### src/design/wsrm_pkg.sv
// shared types and constants for the wildcard star regex matcher
// no dependencies; imported by every module of the matcher
`default_nettype none

package wsrm_pkg;

    localparam int MAX_TOKENS = 32;
    localparam int IDX_W      = (MAX_TOKENS > 1) ? $clog2(MAX_TOKENS) : 1;
    localparam int CNT_W      = $clog2(MAX_TOKENS + 1);
    localparam int POS_W      = MAX_TOKENS + 1;
    localparam int CLOSE_LVLS = $clog2(POS_W);

    localparam logic [7:0] CH_ANY  = 8'h2E;
    localparam logic [7:0] CH_STAR = 8'h2A;

    typedef enum logic [1:0] {
        KIND_RESTART = 2'd0,
        KIND_APPEND  = 2'd1,
        KIND_TEXT    = 2'd2,
        KIND_CLEAR   = 2'd3
    } kind_t;

    // pattern view handed from the token store to the nfa
    typedef struct packed {
        logic [MAX_TOKENS-1:0] star_cur;
        logic [MAX_TOKENS-1:0] hit;
        logic [MAX_TOKENS-1:0] star_next;
        logic [CNT_W-1:0]      count_next;
        logic                  ovf_next;
    } pat_view_t;

endpackage

`default_nettype wire

### src/design/wildcard_star_regex_matcher_core.sv
// top level of the wildcard star regex matcher: input register, token store,
// nfa and result register; depends on wsrm_pkg, wsrm_token_store, wsrm_nfa,
// wsrm_result_reg
`default_nettype none

// Whole-string matcher for patterns of literal bytes, '.' (any byte) and '*'
// (zero or more of the previous token). Each input transfer carries a kind in
// tuser (0 restart text, 1 append pattern byte, 2 text byte, 3 clear pattern)
// and a byte in tdata; every input transfer yields exactly one output transfer
// with matched (text since the last restart matches the whole pattern) and a
// sticky overflow flag, set when a pattern byte was dropped as all 32 token
// slots were in use; only reset or a clear-pattern item clears it. A '*' that
// follows an unstarred token stars it and takes no slot; otherwise it is a
// literal. Load the pattern, then send a restart before the text. The block
// takes one item per clock cycle with no bubbles while the output side takes
// results; each result passes through the input and result registers. The
// critical path runs from the input register through the per-token byte
// compare and a six-level prefix network that closes the position set across
// starred tokens, into the position set and the result register. No clearing
// pass is needed after reset.
module wildcard_star_regex_matcher_core
    import wsrm_pkg::*;
(
    input  wire logic       clk,
    input  wire logic       rst_n,
    input  wire logic       s_axis_tvalid,
    output logic            s_axis_tready,
    input  wire logic [7:0] s_axis_tdata,   // [7:0] data_byte
    input  wire logic [1:0] s_axis_tuser,   // [1:0] kind
    output logic            m_axis_tvalid,
    input  wire logic       m_axis_tready,
    output logic [7:0]      m_axis_tdata    // [0] matched, [1] pattern_overflow, [7:2] zero
);

    // input register
    logic       in_vld_reg;
    logic       in_vld_next;
    kind_t      kind_reg;
    logic [7:0] byte_reg;

    logic       in_xfer;
    logic       fire;
    logic       res_can_take;
    logic       matched_next;
    pat_view_t  view;

    // an item is worked on when the result register can take its result
    assign fire          = in_vld_reg && res_can_take;
    assign s_axis_tready = !in_vld_reg || fire;
    assign in_xfer       = s_axis_tvalid && s_axis_tready;
    assign in_vld_next   = in_xfer ? 1'b1 : (fire ? 1'b0 : in_vld_reg);

    always_ff @(posedge clk or negedge rst_n)
    begin
        if (!rst_n)
        begin
            in_vld_reg <= 1'b0;
        end
        else
        begin
            in_vld_reg <= in_vld_next;
        end
    end

    always_ff @(posedge clk)
    begin
        if (in_xfer)
        begin
            kind_reg <= kind_t'(s_axis_tuser);
            byte_reg <= s_axis_tdata;
        end
    end

    // pattern tokens, count and overflow; offers current and next pattern views
    wsrm_token_store u_store (
        .clk       (clk),
        .rst_n     (rst_n),
        .fire      (fire),
        .kind      (kind_reg),
        .data_byte (byte_reg),
        .view      (view)
    );

    // active position set, closure and match bit
    wsrm_nfa u_nfa (
        .clk          (clk),
        .rst_n        (rst_n),
        .fire         (fire),
        .kind         (kind_reg),
        .view         (view),
        .matched_next (matched_next)
    );

    // result register toward the output side
    wsrm_result_reg u_res (
        .clk        (clk),
        .rst_n      (rst_n),
        .fire       (fire),
        .matched_in (matched_next),
        .ovf_in     (view.ovf_next),
        .out_ready  (m_axis_tready),
        .out_valid  (m_axis_tvalid),
        .can_take   (res_can_take),
        .out_data   (m_axis_tdata)
    );

    // every processed item leaves a result on offer in the next cycle
    a_fire_gives_result: assert property (@(posedge clk) disable iff (!rst_n)
        fire |=> m_axis_tvalid)
        else $error("processed item produced no result");

    // an empty input register never blocks the input side
    a_empty_takes_input: assert property (@(posedge clk) disable iff (!rst_n)
        !in_vld_reg |-> s_axis_tready)
        else $error("input stalled with empty input register");

    // clearing the pattern drops the overflow flag in its own result
    a_clear_drops_ovf: assert property (@(posedge clk) disable iff (!rst_n)
        (fire && (kind_reg == KIND_CLEAR)) |=> !m_axis_tdata[1])
        else $error("overflow still set after pattern clear");

    // a stalled result is not overwritten by a new one
    a_no_overwrite: assert property (@(posedge clk) disable iff (!rst_n)
        (m_axis_tvalid && !m_axis_tready) |-> !fire)
        else $error("result overwritten while stalled");

endmodule

`default_nettype wire

### src/design/wsrm_token_store.sv
// token store: pattern lanes, token count and sticky overflow flag
// depends on wsrm_pkg
`default_nettype none

module wsrm_token_store
    import wsrm_pkg::*;
(
    input  wire logic       clk,
    input  wire logic       rst_n,
    input  wire logic       fire,
    input  wire kind_t      kind,
    input  wire logic [7:0] data_byte,
    output pat_view_t       view
);

    logic [7:0]            char_reg [MAX_TOKENS];
    logic [MAX_TOKENS-1:0] any_reg;
    logic [MAX_TOKENS-1:0] star_reg;
    logic [CNT_W-1:0]      count_reg;
    logic [CNT_W-1:0]      count_next;
    logic                  ovf_reg;
    logic                  ovf_next;

    logic [CNT_W-1:0]      cnt_m1;
    logic [IDX_W-1:0]      last_idx;
    logic                  is_app;
    logic                  star_app;
    logic                  new_tok;
    logic [MAX_TOKENS-1:0] lane_new;
    logic [MAX_TOKENS-1:0] lane_star;

    always_comb
    begin
        cnt_m1   = count_reg - CNT_W'(1);
        last_idx = cnt_m1[IDX_W-1:0];
        is_app   = (kind == KIND_APPEND);
        star_app = is_app && (data_byte == CH_STAR) && (count_reg != '0)
                   && !star_reg[last_idx];
        new_tok  = is_app && !star_app && (count_reg < CNT_W'(MAX_TOKENS));

        count_next = count_reg;
        ovf_next   = ovf_reg;
        case (kind)
            KIND_CLEAR:
            begin
                count_next = '0;
                ovf_next   = 1'b0;
            end
            KIND_APPEND:
            begin
                if (new_tok)
                begin
                    count_next = count_reg + CNT_W'(1);
                end
                else if (!star_app)
                begin
                    ovf_next = 1'b1;
                end
            end
            default:
            begin
                count_next = count_reg;
            end
        endcase
    end

    for (genvar k = 0; k < MAX_TOKENS; k++)
    begin : g_lane
        assign lane_new[k]  = new_tok && (count_reg == CNT_W'(k));
        assign lane_star[k] = star_app && (last_idx == IDX_W'(k));

        // lane payload, no reset: only lanes below the count are ever used
        always_ff @(posedge clk)
        begin
            if (fire && lane_new[k])
            begin
                char_reg[k] <= data_byte;
                any_reg[k]  <= (data_byte == CH_ANY);
                star_reg[k] <= 1'b0;
            end
            else if (fire && lane_star[k])
            begin
                star_reg[k] <= 1'b1;
            end
        end

        assign view.star_cur[k]  = star_reg[k] && (count_reg > CNT_W'(k));
        assign view.hit[k]       = (any_reg[k] || (char_reg[k] == data_byte))
                                   && (count_reg > CNT_W'(k));
        assign view.star_next[k] = ((star_reg[k] && !lane_new[k]) || lane_star[k])
                                   && (count_next > CNT_W'(k));
    end

    assign view.count_next = count_next;
    assign view.ovf_next   = ovf_next;

    always_ff @(posedge clk or negedge rst_n)
    begin
        if (!rst_n)
        begin
            count_reg <= '0;
            ovf_reg   <= 1'b0;
        end
        else if (fire)
        begin
            count_reg <= count_next;
            ovf_reg   <= ovf_next;
        end
    end

endmodule

`default_nettype wire

### src/design/wsrm_nfa.sv
// nfa position set with starred-token closure by a parallel prefix network
// depends on wsrm_pkg
`default_nettype none

module wsrm_nfa
    import wsrm_pkg::*;
(
    input  wire logic      clk,
    input  wire logic      rst_n,
    input  wire logic      fire,
    input  wire kind_t     kind,
    input  wire pat_view_t view,
    output logic           matched_next
);

    // the set is kept already closed under the current pattern
    logic [POS_W-1:0]      closed_reg;
    logic [POS_W-1:0]      closed_next;
    logic [POS_W-1:0]      raw_next;
    logic [MAX_TOKENS-1:0] take;
    logic [POS_W-1:0]      gen;
    logic [POS_W-1:0]      prop;

    always_comb
    begin
        take = closed_reg[MAX_TOKENS-1:0] & view.hit;
        case (kind)
            KIND_RESTART, KIND_CLEAR:
            begin
                raw_next = POS_W'(1);
            end
            KIND_TEXT:
            begin
                raw_next = {1'b0, take & view.star_cur}
                         | {take & ~view.star_cur, 1'b0};
            end
            default:
            begin
                raw_next = closed_reg;
            end
        endcase

        // propagate into position j from j-1 across a starred token
        gen  = raw_next;
        prop = {view.star_next, 1'b0};
        for (int l = 0; l < CLOSE_LVLS; l++)
        begin
            gen  = gen | (prop & (gen << (1 << l)));
            prop = prop & (prop << (1 << l));
        end
        closed_next  = gen;
        matched_next = closed_next[view.count_next];
    end

    always_ff @(posedge clk or negedge rst_n)
    begin
        if (!rst_n)
        begin
            closed_reg <= POS_W'(1);
        end
        else if (fire)
        begin
            closed_reg <= closed_next;
        end
    end

endmodule

`default_nettype wire

### src/design/wsrm_result_reg.sv
// result register holding one finished result until the output transfer
// depends on wsrm_pkg
`default_nettype none

module wsrm_result_reg
    import wsrm_pkg::*;
(
    input  wire logic       clk,
    input  wire logic       rst_n,
    input  wire logic       fire,
    input  wire logic       matched_in,
    input  wire logic       ovf_in,
    input  wire logic       out_ready,
    output logic            out_valid,
    output logic            can_take,
    output logic [7:0]      out_data
);

    logic vld_reg;
    logic vld_next;
    logic matched_reg;
    logic ovf_reg;

    assign can_take = !vld_reg || out_ready;
    assign vld_next = fire ? 1'b1 : (out_ready ? 1'b0 : vld_reg);

    always_ff @(posedge clk or negedge rst_n)
    begin
        if (!rst_n)
        begin
            vld_reg <= 1'b0;
        end
        else
        begin
            vld_reg <= vld_next;
        end
    end

    always_ff @(posedge clk)
    begin
        if (fire)
        begin
            matched_reg <= matched_in;
            ovf_reg     <= ovf_in;
        end
    end

    assign out_valid = vld_reg;
    assign out_data  = {6'b0, ovf_reg, matched_reg};

endmodule

`default_nettype wire

### config.mk
export PLATFORM = sky130hd
export DESIGN_NAME = wildcard_star_regex_matcher_core
export DESIGN_NICKNAME = d
export VERILOG_FILES = /design/src/design/wsrm_pkg.sv /design/src/design/wildcard_star_regex_matcher_core.sv /design/src/design/wsrm_token_store.sv /design/src/design/wsrm_nfa.sv /design/src/design/wsrm_result_reg.sv
export SDC_FILE = /design/constraint.sdc
export NUM_CORES = 1
export LEC_CHECK = 0
export BUFFER_PORTS_ARGS = -buffer_cell sky130_fd_sc_hd__buf_2
export CORE_MARGIN = 2
export CORE_UTILIZATION = 62
export DETAILED_ROUTE_END_ITERATION = 6
export PLACE_DENSITY = 0.86
export RECOVER_POWER = 50
export SKIP_LAST_GASP = 1
export SLEW_MARGIN = 40
export SYNTH_ARGS = -nofsm -noshare
export SYNTH_HDL_FRONTEND = slang
export SYNTH_SLANG_ARGS = --single-unit
### constraint.sdc
create_clock -name clk -period 7.5 [get_ports clk]
set_input_delay 0 -clock clk [delete_from_list [all_inputs] [get_ports clk]]
set_output_delay 0 -clock clk [all_outputs]
set_load 0.1 [all_outputs]
# Word-level counts from Yosys, hierarchy flattened
# Memories as Yosys holds them, arrays and structs flattened.
# Cells that the tools add are included.
[totals]
memories = 1
wordCells = 838
output_inout_bits = 10
ram_bits = 256
regBits = 118
in_bits = 14
[classes]
add_sub_neg = 2
reduce_logical = 403
eq_ne = 99
muxes = 171
n_bitwise = 22
n_lt_le_gt_ge = 67
[memory_table]
columns = ["name", "depth", "word_bits", "read_ports", "rd_ports_with_merged_regs", "write_ports", "line_no", "source"]
rows = [
  ["u_store.char_reg", 32, 8, 32, 0, 1, "wsrm_token_store.sv:16", "logic [7:0] char_reg [MAX_TOKENS];"],
]
[op_table]
columns = ["operator", "n"]
rows = [
  ["$and A33 B33 Y33", 11],
  ["$logic_and A1 B1 Y1", 263],
  ["$eq A8 B8 Y1", 32],
  ["$mux W8", 31],
  ["$reduce_or A8 Y1", 31],
  ["$or A33 B33 Y33", 6],
  ["$gt A6 B5 Y1 const B", 32],
  ["$mux W5", 31],
  ["$mux W1", 103],
  ["$and A32 B32 Y32", 3],
  ["$eq A6 B5 Y1 const B", 16],
  ["$gt A6 B4 Y1 const B", 16],
  ["$eq A5 B5 Y1 const B", 16],
  ["$logic_or A1 B1 Y1", 66],
  ["$pmux W33 S2", 1],
  ["$eq A6 B4 Y1 const B", 8],
  ["$gt A6 B3 Y1 const B", 8],
  ["$eq A5 B4 Y1 const B", 8],
  ["$logic_not A1 Y1", 36],
  ["$or A32 B33 Y33", 1],
  ["$not A32 Y32", 1],
  ["$eq A6 B3 Y1 const B", 4],
  ["$gt A6 B1 Y1 const B", 4],
  ["$gt A6 B2 Y1 const B", 4],
  ["24 further kinds", 32],
]

# Logic depth before layout (Yosys ltp)
# Gate-level depths: netlist (run 1).
[logic_depth]
depth_word = 44
depth_mapped = 24
depth_no_buf = 18

# Modules after synthesis
# Synthesis (run 1) repeated with hierarchy kept, for this count alone.
[unflattened]
cells_unflattened = 1784
area_unflattened_um2 = 19666.4
[by_module_without_submodules]
columns = ["mod", "seq_area_each_um2", "area_per_inst_um2", "instances", "cells_per_inst"]
rows = [
  ["wsrm_token_store", 9464.1, 15389.8, 1, 1238],
  ["wsrm_nfa", 827.0, 3744.8, 1, 517],
  ["wildcard_star_regex_matcher_core", 325.3, 360.3, 1, 15],
  ["wsrm_result_reg", 85.1, 171.4, 1, 14],
]

# Least setup slack after synthesis (run 1)
# No wires, ideal clock.
[synth_timing]
path_type = "register to register"
from = "reg u_store.count_reg[0]"
to = "reg u_res.matched_reg, data pin"
n_path_buf = 5
stages_incl_launch_ff = 24
synth_period_minus_slack_ns = 5.296
required_time_ns = 7.229
setup_time_ns = 0.271
path_slack_ns = 2.204
arrival_ns = 5.025
path_cell_list = "dfrtp_1 buf_4 buf_1 inv_1 ha_1 buf_2 mux4_2 mux2i_1 mux2_2 and3_1 buf_4 a31oi_4 a32oi_2 nand2_1 buf_2 o211a_1 a211oi_1 o211ai_2 a211oi_2 nor2_1 a41oi_1 nand3_1 nor4_1 nand4_1"
[synth_via]
elab_chain_len = 26
elab_cells_between_ends = 423
classes_between = "add/sub (2); order compare (65); eq/ne (62); mux (7); bitwise (22); reduce/logical (265)"
[synth_lines]
columns = ["item", "line_no", "source"]
rows = [
  ["from (decl)", "wsrm_token_store.sv:19", "logic [CNT_W-1:0] count_reg;"],
  ["from (signal assigned)", "wsrm_token_store.sv:106", "count_reg <= count_next;"],
  ["branches (longest 24 deep; another with $gt A6 B1 Y1)", "-", ""],
  ["$bmux W1 S6 (*)", "wsrm_nfa.sv:52", "matched_next = closed_next[view.count_next];"],
  ["$mux W1 (implied by the code) (*)", "wsrm_nfa.sv:52", ""],
  ["named net matched_next", "wildcard_star_regex_matcher_core.sv:44", "logic matched_next;"],
  ["to (signal assigned)", "wsrm_result_reg.sv:43", "matched_reg <= matched_in;"],
  ["to (decl)", "wsrm_result_reg.sv:21", "logic matched_reg;"],
]
# Mark *: on every way through the listed nets, which the timed path passes. The select of a mux whose other input is x is not followed.
# A chain may end at the register's enable or synchronous reset.

# Worst setup path after layout (run 1)
[layout_timing]
from = "reg u_store.count_reg[1]"
to = "reg u_res.matched_reg, data pin"
# Same word-level chain as after synthesis.

==> impl_metrics.yaml, run 1 <==
worst_setup_path:
  worst_ep_required_time_ps: 7770
  timing_worst_setup_path_type: "reg -> reg"
  worst-endpoint-arrival_ps: 7120
  start_kind: "flop"
  cp_num_buf_inv: 1
  path_delay_family: "compound AO/OA/AOI/OAI gates"
  crit_slowest_cell: "o21a_1"
  crit_chain: "inv_1, ha_1, mux4_2, mux2i_1, mux2_2, nand3_2, o31ai_2, o21a_1, nand3_1, o311a_1, o221ai_2, o21ai_1, a221oi_1, a2111oi_0, nor4_1, nand3_1, nor4_1, nand4_1"
  end_kind: "flop"
  cpPeakStageDelay_ps: 710
  critical_path.max_fanout: 15
die:
  rows: 64
  pin_count: 24
  fp.dieArea_sq_um: 32600
  die_h_um: 181
  start_util_pct: 63.1
  die_w_um: 181
  core_area_sq_um: 30700
global_routing:
  met3_usage_pct: 7.24
  grt_busiest_layer: "met2"
  track_usage_pct: 40.0
  grtUsageMet2_pct: 62.1
  grt-ovfl-total: 0
  use_met1_pct: 53.7
  first_global_vias: 14800
  grt_antenna_before_repair: 2
  grt_pass1_wl_um: 96700
  grt_max_degree: 61
timing:
  finalSetupViolations: 0
  worst_pin_slew_ps: 2840
  finalCritPeriodShare_pct: 91.4
  fin_ws_ps: 648
  fmaxAchievable_ghz: 0.146
  fin_setup_tns_ps: 0
  finalHoldViolCount: 0
  drv_slew: 286
  relSlewSlack_pct: -89.1
  skew_ps: 21.9
  min_period_ps: 6850
  rsz0062_at_grt: "no"
synth:
  yosysTopAreaCellShare_pct: 46.6
  yosysTopAreaCell: "edfxtp_1"
  ys_ff_latch: 374
  yosysMostFrequentCell: "edfxtp_1"
  ys_types: 89
  postSynthCellCount: 1748
  seq_area_frac_synth_pct: 55.3
  synth_area_leaders: "edfxtp_1, xor2_1, dfrtp_1, xnor2_1, dfxtp_1"
  synth_area_sq_um: 19300
  synth_ff_type: "edfxtp_1"
  yosysWarnings: 0
  async_flop_share_pct: 11.2
  ys_top_cells_by_count: "edfxtp_1, nand2_1, xor2_1, nor2_1, xnor2_1"
  synth_edf_count: 300
  synth_area_per_cell_sq_um: 11.1
clock_tree:
  clk_path_buf_depth: 3
  cts_resized: 0
  htree_levels: 2
  clkSinkCount: 374
  root_buffer: "clkbuf_16"
  clock_latency_ps: 560
  cts_buffers: 39
  cts_setup_buffers: 0
  path_clk_slew_ps: 60
  cts_tree: "done"
placement:
  numPortBuffers: 17
  postPlaceCellArea_sq_um: 19800
  gp_congestion: 1.05
  hpwl_um: 44700
  place_ws_ps: 894
min_path:
  hp-class: "in -> reg"
power:
  cellLeakagePower_nw: 7.26
  pwr_density_cell_nw_per_um2: 246
  ir_drop_v: 0.000234
final_layout:
  syn2layout_area_growth_pct: 9.93
  nets: 1787
  final_util_pct: 69.3
  seq_area_sq_um: 10700
  largest_register_ffs: 256
  fillers: 2129
  multiInputGateArea_sq_um: 8130
  final_area_sq_um: 21300
  layout-drive-gt1-share_pct: 9.42
run:
  maxCapViolCount: 9
detailed_routing:
  wl_per_cell_um: 29.9
  first_pass_iters: 7
  wl_um: 65500
  drt_iter0_drc: 2476
  vias: 15300
  drtAntennaViolNets: 0
  remaining_drc_errors: 1
  viasPerCell: 6.98
outcome:
  violations: "design-rule violations, max-capacitance violations, max-slew violations"
  outcome: "finished, violations left"
[area by class of cell]
cell class / instances / share of cell area (%)
Antenna cell: 2 / 0.0235
Clock buffer: 52 / 4.91
Clock inverter: 20 / 1.21
Inverter: 33 / 0.583
Multi-Input combinational cell: 1241 / 38.2
Sequential cell: 374 / 50.3
Tap cell: 396 / 2.33
Timing Repair Buffer: 74 / 2.39
[routing by layer]
layer | up-vias | routed length [um] | share of wire, %
met4 | 0 | 4410 | 6.7
met1 | 7427 | 24400 | 37
met3 | 281 | 6870 | 10
li1 | 6453 | - | -
met2 | 1145 | 29800 | 45
met5 | - | 0 | 0
[power by group]
group	internal, mW	total [mW]	switching (mW)
Combinational	0.245	0.912	0.667
Sequential	2.28	2.33	0.0515
Clock	1.14	1.99	0.851
Total	3.66	5.23	1.57
[metrics by stage]
stage,hold slack (ps),total power [mW],std cells
after detailed placement,61.1,3.23,2104
final,165,5.23,2192
after global placement,178,3.22,2104
after CTS,33.2,5.18,2190
after floorplan,-296,2.93,1753
after global routing,176,5.34,2191
[worst paths after layout]
path / startpoint / slack, ps / to / depth (start not counted)
worst max-delay path: u_store.count_reg[1] / 650 / u_res.matched_reg / 18
worst min-delay path: s_axis_tdata[7] / 170 / byte_reg[7] / 2
worst max register to register: u_store.count_reg[1] / 650 / u_res.matched_reg / 18
worst min register to register: u_nfa.closed_reg[0] / 510 / u_nfa.closed_reg[0] / 2
max in group asynchronous: rst_n / 4870 / u_store.count_reg[2] / 2
min in group asynchronous: rst_n / 870 / u_nfa.closed_reg[24] / 2
[timing repair]
item | CTS | global route
endpoints found under the hold margin | 54 | 0
setup endpoints to repair | 0 | 0
hold buffers | 14 | 0
[layout by cell type, fill, tap and decap left out, types with 15 or more instances in the layout]
cell type and n:
edfxtp_1 300, xor2_1 155, nand2_1 154, nor2_1 140, xnor2_1 106, a21oi_1 93
o21ai_0 84, nor4_1 47, dfrtp_1 40, clkbuf_16 39, nor3_1 35, nand4_1 35
buf_4 34, inv_1 33, dfxtp_1 32, nand3_1 30, clkbuf_1 25, a22o_1 24
a31oi_1 19, and2_1 19, nor2b_1 15, o211ai_1 15
[cell families after synthesis]
logic type	Yosys count	synth area share, %
AND/OR/NAND/NOR	554	13.8
AO/OA/AOI/OAI	397	14.1
flip-flops	374	55.3
XOR/XNOR	261	11.8
buffers and inverters	138	3.07
multiplexers	13	1.21
adder cells (fa/ha/maj)	10	0.647
other	1	0.0194
No activity file was read; power rests on OpenSTA's default activity.
==> run 2, diff against run 1 <==
CELL_PAD_IN_SITES_DETAIL_PLACEMENT = 1   (was not set)
CELL_PAD_IN_SITES_GLOBAL_PLACEMENT = 1   (was not set)
CORE_UTILIZATION = 53   (was 62)
CTS_BUF_LIST = sky130_fd_sc_hd__clkbuf_4   (was not set)
MAX_ROUTING_LAYER = met4   (was not set)
PLACE_DENSITY = 0.9   (was 0.86)
==> run 2 against run 1 <==
The run ends with max-capacitance violations, max-slew violations left. Non-clock buffer count increased by 14. Final area increased by 0.75%. Fmax decreased by 2.0%. Highest routed layer unchanged.
==> impl_metrics.yaml, run 2 (synthesis gave the netlist of run 1 again) <==
clock_tree:
  clk_path_buf_depth: 3
  clkSinkCount: 374
  clock_latency_ps: 870
  cts_buffers: 96
  cts_tree: "done"
  path_clk_slew_ps: 90
  htree_levels: 3
  root_buffer: "clkbuf_4"
worst_setup_path:
  reg2reg_from: "u_store.count_reg[1]"
  crit_path_start: "u_store.count_reg[1]"
  crit_chain: "inv_1, ha_1, xor2_1, mux2i_1, mux2_2, and3_1, buf_4, a211oi_1, a21oi_1, nor4_1, nor4_2, o221ai_2, o211ai_2, a211oi_2, nor2_1, a41oi_1, nand3_1, nor4_1, nand4_1"
  worst-endpoint-arrival_ps: 7540
  path_delay_family: "compound AO/OA/AOI/OAI gates"
  worst_ep_required_time_ps: 8050
  crit_slowest_cell: "nor4_1"
  critical_path.max_fanout: 16
  cp.depth: 19
  worstReg2RegEnd: "u_res.matched_reg"
  end_kind: "flop"
  crit_top_cell: "nor4_1"
  crit_end: "u_res.matched_reg"
  timing_worst_setup_path_type: "reg -> reg"
  r2r_slack_ps: 510
  cp_num_buf_inv: 2
  start_kind: "flop"
  cpPeakStageDelay_ps: 700
  r2r_cells: 19
timing:
  min_period_ps: 6990
  fmaxAchievable_ghz: 0.143
  skew_ps: 80.0
  worst_pin_slew_ps: 2740
  relSlewSlack_pct: -82.7
  finalCritPeriodShare_pct: 93.2
  fin_setup_tns_ps: 0
  drv_slew: 192
  rsz0062_at_grt: "no"
  finalHoldViolCount: 0
  finalSetupViolations: 0
min_path:
  hp-class: "in -> async"
global_routing:
  grt-ovfl-total: 0
  grt_max_degree: 58
  track_usage_pct: 39.9
  grt_pass1_wl_um: 108000
  first_global_vias: 16800
  grt_antenna_before_repair: 2
detailed_routing:
  drtAntennaViolNets: 0
  wl_per_cell_um: 30.7
  remaining_drc_errors: 0
  viasPerCell: 6.69
  vias: 15900
  drt_iter0_drc: 1966
  first_pass_iters: 6
  wl_um: 73000
die:
  fp.dieArea_sq_um: 38000
  rows: 69
  pin_count: 24
  die_w_um: 195
  core_area_sq_um: 35700
  die_h_um: 195
  start_util_pct: 54.1
final_layout:
  final_area_sq_um: 21400
  nets: 1858
  fillers: 3802
  largest_register_ffs: 256
  layout-drive-gt1-share_pct: 14.1
  multiInputGateArea_sq_um: 8160
  syn2layout_area_growth_pct: 10.8
  most-common-layout-cells: "edfxtp_1, xor2_1, nand2_1"
  final_common_cell: "edfxtp_1"
  seq_area_sq_um: 10700
power:
  ir_drop_v: 0.000265
  p_sw_share_pct: 33.8
  pwr_density_cell_nw_per_um2: 238
  switchingPower_mw: 1.72
  p_int_mw: 3.38
  share_seq_of_total_power_pct: 45.5
  cellLeakagePower_nw: 7.42
  p_comb_share_pct: 19.2
  power.share.clock_pct: 35.3
placement:
  numPortBuffers: 17
  gp_congestion: 1.06
  hpwl_um: 48400
  postPlaceCellArea_sq_um: 19900
outcome:
  outcome: "finished, violations left"
  violations: "max-capacitance violations, max-slew violations"
run:
  maxCapViolCount: 6
-- run 2: worst min path at each step --
stage,startpoint,end,slack (ps)
after floorplan,rst_n,in_vld_reg,-300
after global placement,s_axis_tdata[2],byte_reg[2],180
after detailed placement,rst_n,u_nfa.closed_reg[32],60
after CTS,rst_n,u_nfa.closed_reg[0],180
after global routing,s_axis_tdata[2],byte_reg[2],380
final,rst_n,u_nfa.closed_reg[0],380
-- run 2: power groups by stage --
stage	combinational, mW	sequential (mW)	clock (mW)
3_3_place_gp	0.873	2.36	0
2_1_floorplan	0.583	2.35	0
5_1_grt	1.01	2.32	1.91
6_report	0.979	2.32	1.80
4_1_cts	0.922	2.32	1.80
3_5_place_dp	0.897	2.36	0
-- run 2: per-layer routing --
layer	share of wire, %	track usage [%]
met5	0	-
met4	7.2	24.9
met3	8.6	9.21
met2	47	63.1
met1	37	46.4
-- run 2: final cells by class --
class,count,area share [%]
Clock inverter,39,0.789
Clock buffer,138,4.84
Inverter,33,0.578
Timing Repair Buffer,88,3.03
Sequential cell,374,50.0
Antenna cell,2,0.0234
Tap cell,461,2.69
Multi-Input combinational cell,1241,38.1
-- run 2: tightest hold or removal path: stages --
cell and delay, ps:
dlygate4sd3_1 530, dlygate4sd3_1 540, clkbuf_1 300
-- run 2: per-stage QoR --
stage | power (mW) | hold slack (ps) | util (%) | setup WS [ps] | cells
floorplan | 2.93 | -296 | - | 2200 | 1753
global placement | 3.23 | 177 | 55.7 | 897 | 2169
detailed placement | 3.26 | 56.4 | 55.7 | 781 | 2169
finish | 5.10 | 381 | 59.9 | 507 | 2376
global route | 5.24 | 384 | 59.9 | 186 | 2376
CTS | 5.04 | 181 | 59.9 | 779 | 2374
-- run 2: what timing repair did --
action                                  4_1_cts  5_1_grt
endpoints found under the setup margin        0        0
setup buffers                                 0        0
hold buffers                                 28        0
gates resized for setup                       0        0
endpoints found under the hold margin        64        0
